===== src/design/tlsa_pkg.sv =====
// ----------------------------------------------------------------------------
// tlsa_pkg
// Shared types and constants of the texture layer slot allocator.
// ----------------------------------------------------------------------------
`default_nettype none

package tlsa_pkg;

   localparam int TEX_W       = 12;
   localparam int CNT_W       = 13;
   localparam int QUANT_W     = 7;
   localparam int CSR_INDEX_W = 4;
   localparam int DIV_STEPS   = QUANT_W;
   localparam int STEP_W      = 3;

   localparam logic [TEX_W-1:0]   TEX_MIN       = 12'd16;
   localparam logic [TEX_W-1:0]   TEX_MAX       = 12'd1024;
   localparam logic [QUANT_W-1:0] SQUARE_LIFT_Q = 7'(64 / 16);

   localparam logic [CSR_INDEX_W-1:0] REG_MAX_DEPTH     = 4'd0;
   localparam logic [CSR_INDEX_W-1:0] REG_ARRAY_SUPPORT = 4'd1;

   localparam logic [CNT_W-1:0] MAX_DEPTH_RESET = 13'd2048;

   typedef enum logic [1:0] {
      ST_GRANTED  = 2'd0,
      ST_BAD_DIM  = 2'd1,
      ST_NO_ARRAY = 2'd2,
      ST_FULL     = 2'd3
   } tlsa_status_type;

   typedef struct packed {
      logic load;
      logic div_step;
      logic rd;
      logic commit;
      logic clr;
   } tlsa_cmd_type;

   typedef struct packed {
      logic reject;
      logic div_last;
      logic clr_last;
      logic out_free;
   } tlsa_sts_type;

endpackage

`default_nettype wire


===== src/design/tlsa_ctrl.sv =====
// ----------------------------------------------------------------------------
// tlsa_ctrl
// Sequencer: clearing pass, request intake, remainder steps, counter
// read and result commit.
// ----------------------------------------------------------------------------
`default_nettype none

module tlsa_ctrl
   import tlsa_pkg::*;
(
   input  wire logic         clock,
   input  wire logic         reset,
   input  wire logic         req_tvalid,
   output logic              req_tready,
   input  wire tlsa_sts_type sts,
   output tlsa_cmd_type      cmd
);

   typedef enum logic [2:0] {
      S_CLEAR,
      S_IDLE,
      S_DIV,
      S_READ,
      S_DONE
   } state_type;

   state_type state_ff, state_in;
   logic      ready_ff;

   always_comb begin
      state_in = state_ff;
      cmd      = '0;
      unique case (state_ff)
         S_CLEAR: begin
            cmd.clr = 1'b1;
            if (sts.clr_last) begin
               state_in = S_IDLE;
            end
         end
         S_IDLE: begin
            if (req_tvalid && ready_ff) begin
               cmd.load = 1'b1;
               state_in = S_DIV;
            end
         end
         S_DIV: begin
            if (sts.reject) begin
               state_in = S_DONE;
            end else begin
               cmd.div_step = 1'b1;
               if (sts.div_last) begin
                  state_in = S_READ;
               end
            end
         end
         S_READ: begin
            cmd.rd   = 1'b1;
            state_in = S_DONE;
         end
         S_DONE: begin
            if (sts.out_free) begin
               cmd.commit = 1'b1;
               state_in   = S_IDLE;
            end
         end
         default: begin
            state_in = S_CLEAR;
         end
      endcase
   end

   always_ff @(posedge clock) begin
      if (reset) begin
         state_ff <= S_CLEAR;
         ready_ff <= 1'b0;
      end else begin
         state_ff <= state_in;
         ready_ff <= (state_in == S_IDLE);
      end
   end

   assign req_tready = ready_ff;

endmodule

`default_nettype wire


===== config.mk =====
export PLATFORM = sky130hd
export DESIGN_NAME = tlsa_ctrl
export DESIGN_NICKNAME = d
export VERILOG_FILES = /design/src/design/tlsa_pkg.sv /design/src/design/tlsa_ctrl.sv
export SDC_FILE = /design/constraint.sdc
export NUM_CORES = 1
export LEC_CHECK = 0
export BUFFER_PORTS_ARGS = -buffer_cell sky130_fd_sc_hd__buf_2
export CORE_AREA = 2 2 39 41
export DETAILED_ROUTE_END_ITERATION = 10
export DIE_AREA = 0 0 41 43
export GPL_TIMING_DRIVEN = 0
export SKIP_LAST_GASP = 1
export SYNTH_ARGS = -nofsm -noshare
export SYNTH_HDL_FRONTEND = slang
export SYNTH_SLANG_ARGS = --single-unit

===== constraint.sdc =====
create_clock -name clock -period 1.5 [get_ports clock]
set_input_delay 0.225 -clock clock [delete_from_list [all_inputs] [get_ports clock]]
set_output_delay 0.225 -clock clock [all_outputs]
set_load 0.02 [all_outputs]

---- Word level (Yosys, flattened, before mapping) ----
Index checks and enable logic that the tools add are counted.
storage, ports and cells
  input bits .............................. 7
  latch bits .............................. 0
  ROM bits ................................ 0
  word-level logic and storage cells ...... 23
  RAM bits ................................ 0
  memories ................................ 0
  register bits ........................... 4
cells by class
  multipliers ............................. 0
  eq/ne operators ......................... 5
  magnitude comparators ................... 0
  shift-type cells ........................ 0
  add/sub/neg operators ................... 0
  bitwise logic cells ..................... 0
  multiplexer cells ....................... 14
  divide/modulo/power cells ............... 0
  reduce and logical (&&, ||, !) cells .... 2
operator list
  cell                                           number
  two-way mux 3 bit                              5
  one-hot mux 3 bit (5 select lines)             1
  two-way mux 1 bit                              8
  == test 3 x 1 -> 1 bit, second input constant  2
  == test 3 x 2 -> 1 bit, second input constant  2
  == test 3 bit, second input constant           1
  zero test 3 bit                                1
  logical AND 1 bit                              1

---- Longest topological paths before layout ----
Gate-level depths: netlist of run 1.
  word-level depth ........................ 4
  depth in mapped cells ................... 5

---- Worst setup path before layout of run 1 ----
Ideal clock, no wire load.
  kind .................................... flip-flop to output port
  from .................................... register ready_ff, in the netlist req_tready
  to ...................................... output cmd[4] (netlist bit)
  stages on the path, launching flop included .. 3
  data required time ...................... 1275 ps
  data arrival time ....................... 1058 ps
  setup slack ............................. 217 ps
  buffers on the path ..................... 0
  path through ............................ dfxtp_1 -> nand3_1 -> nor3_1
RTL lines
  item                      RTL line         source
  start: declaration        tlsa_ctrl.sv:28  logic ready_ff;
  start signal: assignment  tlsa_ctrl.sv:78  ready_ff <= (state_in == S_IDLE);
  end: declaration          tlsa_ctrl.sv:16  output tlsa_cmd_type cmd

==> results of run 1 <==
==> area by class of cell <==
cell class / count / area share, %
Multi-Input combinational cell: 26 / 39.9
Timing Repair Buffer: 12 / 17.1
Tap cell: 16 / 5.69
Inverter: 2 / 2.14
Clock buffer: 3 / 6.41
Sequential cell: 4 / 22.8
Buffer: 3 / 6.05
==> placed cells by master, fill, tap and decap left out, types with 2 or more instances in the layout <==
cell,n
buf_2,14
nor2_1,7
nor3_1,5
dfxtp_1,4
nand2_1,3
clkbuf_4,3
inv_1,2
==> cell usage after synthesis, drive strengths merged <==
| cell | n |
|---|---|
| and3 | 1 |
| nand3 | 1 |
| a21oi | 1 |
| o22a | 1 |
| nand2 | 3 |
| nand2b | 1 |
| o21ai | 1 |
| dfxtp | 4 |
| buf | 3 |
| a22o | 1 |
| o22ai | 1 |
| a21boi | 1 |
| a21bo | 1 |
| nand3b | 1 |
| nor3 | 5 |
| inv | 2 |
| nor2 | 7 |
==> critical path, delay by kind of cell, from the launching register on <==
family / cells / cell delay, ns
DFF: 1 / 0.28
and+or+nand+nor: 2 / 0.31
buffers and inverters: 2 / 0.35
==> layer usage <==
layer	share of wire, %	up-vias	GRT usage (%)
li1	-	151	-
met1	50	115	10.3
met2	39	10	6.88
met3	7.6	2	4.71
met4	3.1	0	8.00
met5	0	-	0
==> worst max-delay path by stage <==
stage | from | end | slack (ns) | depth (start not counted)
floorplan | req_tready | cmd[4] | 0.22 | 2
global placement | state_ff[0] | req_tready | 0.33 | 5
detailed placement | state_ff[0] | req_tready | 0.32 | 5
CTS | state_ff[2] | cmd[3] | 0.09 | 4
global route | state_ff[2] | cmd[3] | 0.02 | 4
finish | state_ff[2] | cmd[3] | 0.1 | 4
==> stage by stage <==
step / cells / util (%) / area (µm²) / hold WS, ns / setup WS (ns)
after CTS: 66 / 25.4 / 352 / 0.189 / 0.0897
after global routing: 66 / 25.4 / 352 / 0.193 / 0.0215
final: 66 / 25.4 / 352 / 0.194 / 0.0996
after detailed placement: 63 / 23.8 / 329 / 0.437 / 0.318
after global placement: 63 / 23.8 / 329 / 0.436 / 0.332
after floorplan: 35 / - / 249 / 0.297 / 0.217
==> state kept, by name, summed over array words and instances, names as in the netlist <==
signal and flops:
req_tready 1, state_ff 3
==> power breakdown <==
part / total (µW) / internal (µW) / switching (µW)
logic: 95.3 / 42.7 / 52.6
registers: 122 / 117 / 4.62
clock network: 135 / 89.6 / 45.4
total: 352 / 249 / 103
==> kinds of logic (layout without fill, tap and decap cells) <==
logic type             after synthesis  count (layout)  share of synthesized area, %
AO/OA/AOI/OAI                        7               7                          21.1
buffers and inverters                5              20                          11.6
flip-flops                           4               4                          32.2
AND/OR/NAND/NOR                     19              19                          35.2
==> reports/results.txt, run 1 <==
CP most frequent cell: buf_2
Worst Path Required: 1.27 ns
Outcome: completed
Via count: 278
Post-CTS sizing: 0
GRT Util Overall: 7.54%
Root Buffer: clkbuf_4
Worst R2R Start: state_ff[0]
Number of antenna violations at the first check in global routing: 0
Yosys warns: 0
Clk sinks: 4
Power per cell area: 1000 nW/µm²
Synthesized area per cell: 7.11 µm²
Initial drt markers: 3
Synthesized cell area: 249 µm²
Yosys top cell by area: dfxtp_1
R2R Path End: req_tready
Max Cap Violations: 0
Cells after synthesis: 35
Area added between synthesis and finish: 41.2%
Hold EP: state_ff[2]
CTS tree: done
Max Fclk: 714 MHz
Max Clock Skew: 0.00396 ns
CP endpoint kind: output pin
Hold path depth: 2
Layout cells sized above 1: 38.0%
Reg area: 80.1 µm²
Hold Violations, Final: 0
First-pass GRT wire length: 779 µm
Worst path max stage delay: 0.28 ns
Seq/Total Area, Yosys: 32.2%
RSZ-0062 raised after global routing: false
FF-to-FF setup slack: 0.31 ns
CP max stage cell: dfxtp_1
Die area: 1760 µm²
Worst VDD drop: 0.362 mV
Clock transition at path regs: 0.03 ns
Syn_nets: 42
Hold buffers post-CTS: 0
Drt wl/cell: 8.41 µm
Vias in the first global route: 182
Antenna Nets Post-Route: 0
WS Path Type: flop to output pin
Crit path cell chain: buf_2, nand2b_1, nor3_1, buf_2
Largest net degree at the start of global routing: 11
P_leak: 0.000183 µW
Number of cells on the worst reg-to-reg path: 5
Total negative slack: 0 ns
Rel. slew slack: 87.9%
Area taken by multi-input logic gates: 140 µm²
Minimum clock period: 1.40 ns
Final Slew Violations: 0
Worst endpoint data arrival time: 1.18 ns
Diodes inserted: 0
Postcts setup bufs: 0
Hold WC Path Type: primary input to flop
Io pins: 13
Hold Startpoint: reset
Worst-Margin Slew: 0.182 ns
Final setup vio count: 0
Synth area leaders: dfxtp_1, nor2_1, nor3_1, buf_6, nand2_1
CP startpoint kind: flop
Placer Congestion: 0.680
Die Height: 43 µm
Worst skew pair latency: 0.24 ns
Fillers: 158
Die width: 41 µm
Total power draw: 352 µW
Starting Density: 18.0%
Grt total ovfl: 0
Longest Clk Path Bufs: 2
Fin crit share: 93.4%
Post-synthesis register bit count: 4
Nets: 59
Routed WL: 555 µm
CTS H-tree lvls: 1
Post-synth cell types: 18
Number of port buffers: 12
Worst-path fanout max: 10
DR pass1 iterations: 4
Core area: 1380 µm²
FP Rows: 14
CTS Buf Count: 3
Vias/cell: 4.21
Synth top area share: 32.2%
Drt drc: 0
Note: power is estimated with default switching activity, not from simulation.
==> run 2: changes to the inputs <==
- clock period: 1.5 -> 1.3 ns (I/O delays scaled with it)
==> run 2 against run 1 <==
Net effect:
- routed wire length increased by 17%
- die area stayed put
- worst setup slack worse by 0.058 ns
- register-to-register slack lost 0.21 ns
- sequential power grew 16%
- clock power grew 17%
- cell count grew 1.5%
- flip-flop and latch count unchanged
==> reports/results.txt, run 2 (synthesis results as in run 1) <==
Outcome: completed
Max Cap Violations: 0
Die Height: 43 µm
Total negative slack: 0 ns
Die width: 41 µm
Worst Path Required: 1.11 ns
P_leak: 0.000200 µW
Worst R2R Start: state_ff[0]
Max Fclk: 795 MHz
FF-to-FF setup slack: 0.10 ns
Io pins: 13
Layout cells sized above 1: 51.0%
DR pass1 iterations: 4
Minimum clock period: 1.26 ns
CTS H-tree lvls: 1
Dpl cell area: 329 µm²
DP Cell Count: 63
Starting Density: 18.0%
Fillers: 151
R2R Path End: req_tready
Via count: 287
First-pass GRT wire length: 793 µm
Fin crit share: 96.8%
Vias in the first global route: 191
WS Path Type: flop to output pin
Clk sinks: 4
FP Rows: 14
GRT Util Overall: 7.64%
Diodes inserted: 0
RSZ-0062 raised after global routing: true
Worst-path fanout max: 8
Final setup vio count: 0
Crit path cell chain: buf_6, nor2_4, and3_1, buf_4
Final Slew Violations: 0
Largest net degree at the start of global routing: 11
Worst VDD drop: 0.456 mV
Placer Congestion: 0.680
Vias/cell: 4.28
Pre-CTS setup slack: 0.118 ns
Design area: 407 µm²
CTS tree: done
CP startpoint kind: flop
CTS Buf Count: 3
Reg with most FFs: state_ff
Area added between synthesis and finish: 63.3%
Hold WC Path Type: primary input to flop
CP max stage cell: dfxtp_1
Nets: 60
Longest Clk Path Bufs: 2
Grt total ovfl: 0
Worst-Margin Slew: 0.190 ns
Worst setup startpoint: state_ff[1]
Post-route insts no fill: 67
Worst skew pair latency: 0.24 ns
Rel. slew slack: 87.3%
CP endpoint kind: output pin
Root Buffer: clkbuf_4
Worst path max stage delay: 0.32 ns
Power per cell area: 1060 nW/µm²
Max Clock Skew: 0.00175 ns
Most frequent cells in the layout: buf_2, nor2_1, buf_4
Core area: 1380 µm²
Drt wl/cell: 9.66 µm
Max reg flops: 3
Hold path depth: 2
Die area: 1760 µm²
Hold EP: state_ff[2]
Worst endpoint data arrival time: 1.06 ns
Clock transition at path regs: 0.04 ns
Antenna Nets Post-Route: 0
Initial drt markers: 9
Hold Slack: 0.158 ns
Commonest non-fill, non-tap cell in the layout: buf_2
Min setup slack post-route: 0.0419 ns
Hold Startpoint: reset
Number of antenna violations at the first check in global routing: 0
Routed WL: 647 µm
Number of cells on the worst reg-to-reg path: 5
Number of port buffers: 12
Drt drc: 0
Hold Violations, Final: 0
==> run 2: critical path: cells and delay by family (launching register included) <==
kind,cells,cell delay [ns]
buffers and inverters,2,0.29
AND/OR/NAND/NOR,2,0.20
flip-flops,1,0.32
==> run 2: how the worst max path moves through the flow <==
stage                 endpoint  depth (start not counted)
finish                  cmd[1]                          4
global route            cmd[4]                          4
CTS                     cmd[1]                          4
detailed placement  req_tready                          5
global placement    req_tready                          5
floorplan               cmd[4]                          2
==> run 2: where the power goes <==
part | internal [µW] | total [µW] | leakage, µW | switching (µW)
combinational | 61.7 | 131 | 0.000152 | 69.2
clock | 103 | 158 | 0.0000138 | 54.5
sequential | 134 | 141 | 0.0000336 | 7.73
total | 299 | 430 | 0.000200 | 131
==> run 2: layout make-up <==
class	count	area (µm²)	share of cell area, %
multi-input cells	26	170	41.8
well taps	16	20.0	4.92
repair buffers	14	80.1	19.7
clock buffers	3	22.5	5.54
inverters	2	7.51	1.85
plain buffers	2	22.5	5.54
flip-flops and latches	4	83.8	20.6
==> run 2: metrics by stage <==
step / total power [µW] / utilization, %
2_1_floorplan: 219 / -
3_3_place_gp: 252 / 23.8
3_5_place_dp: 252 / 23.8
4_1_cts: 419 / 26.6
5_1_grt: 459 / 29.4
6_report: 430 / 29.4
==> run 2: timing repair <==
item	4_1_cts	5_1_grt
pin swaps	0	0
hold buffers	0	0
endpoints found under the setup margin	4	3
setup buffers	0	2
resized for setup	6	6
gates cloned	0	0
hold endpoints to repair	0	0
==> run 2: per-layer routing <==
layer	vias to the layer above	part of all wire [%]	GRT usage [%]
met5	-	0	0
met4	0	2.9	8.00
met3	2	6.5	4.71
met2	10	47	7.19
met1	123	44	10.3
li1	152	-	-
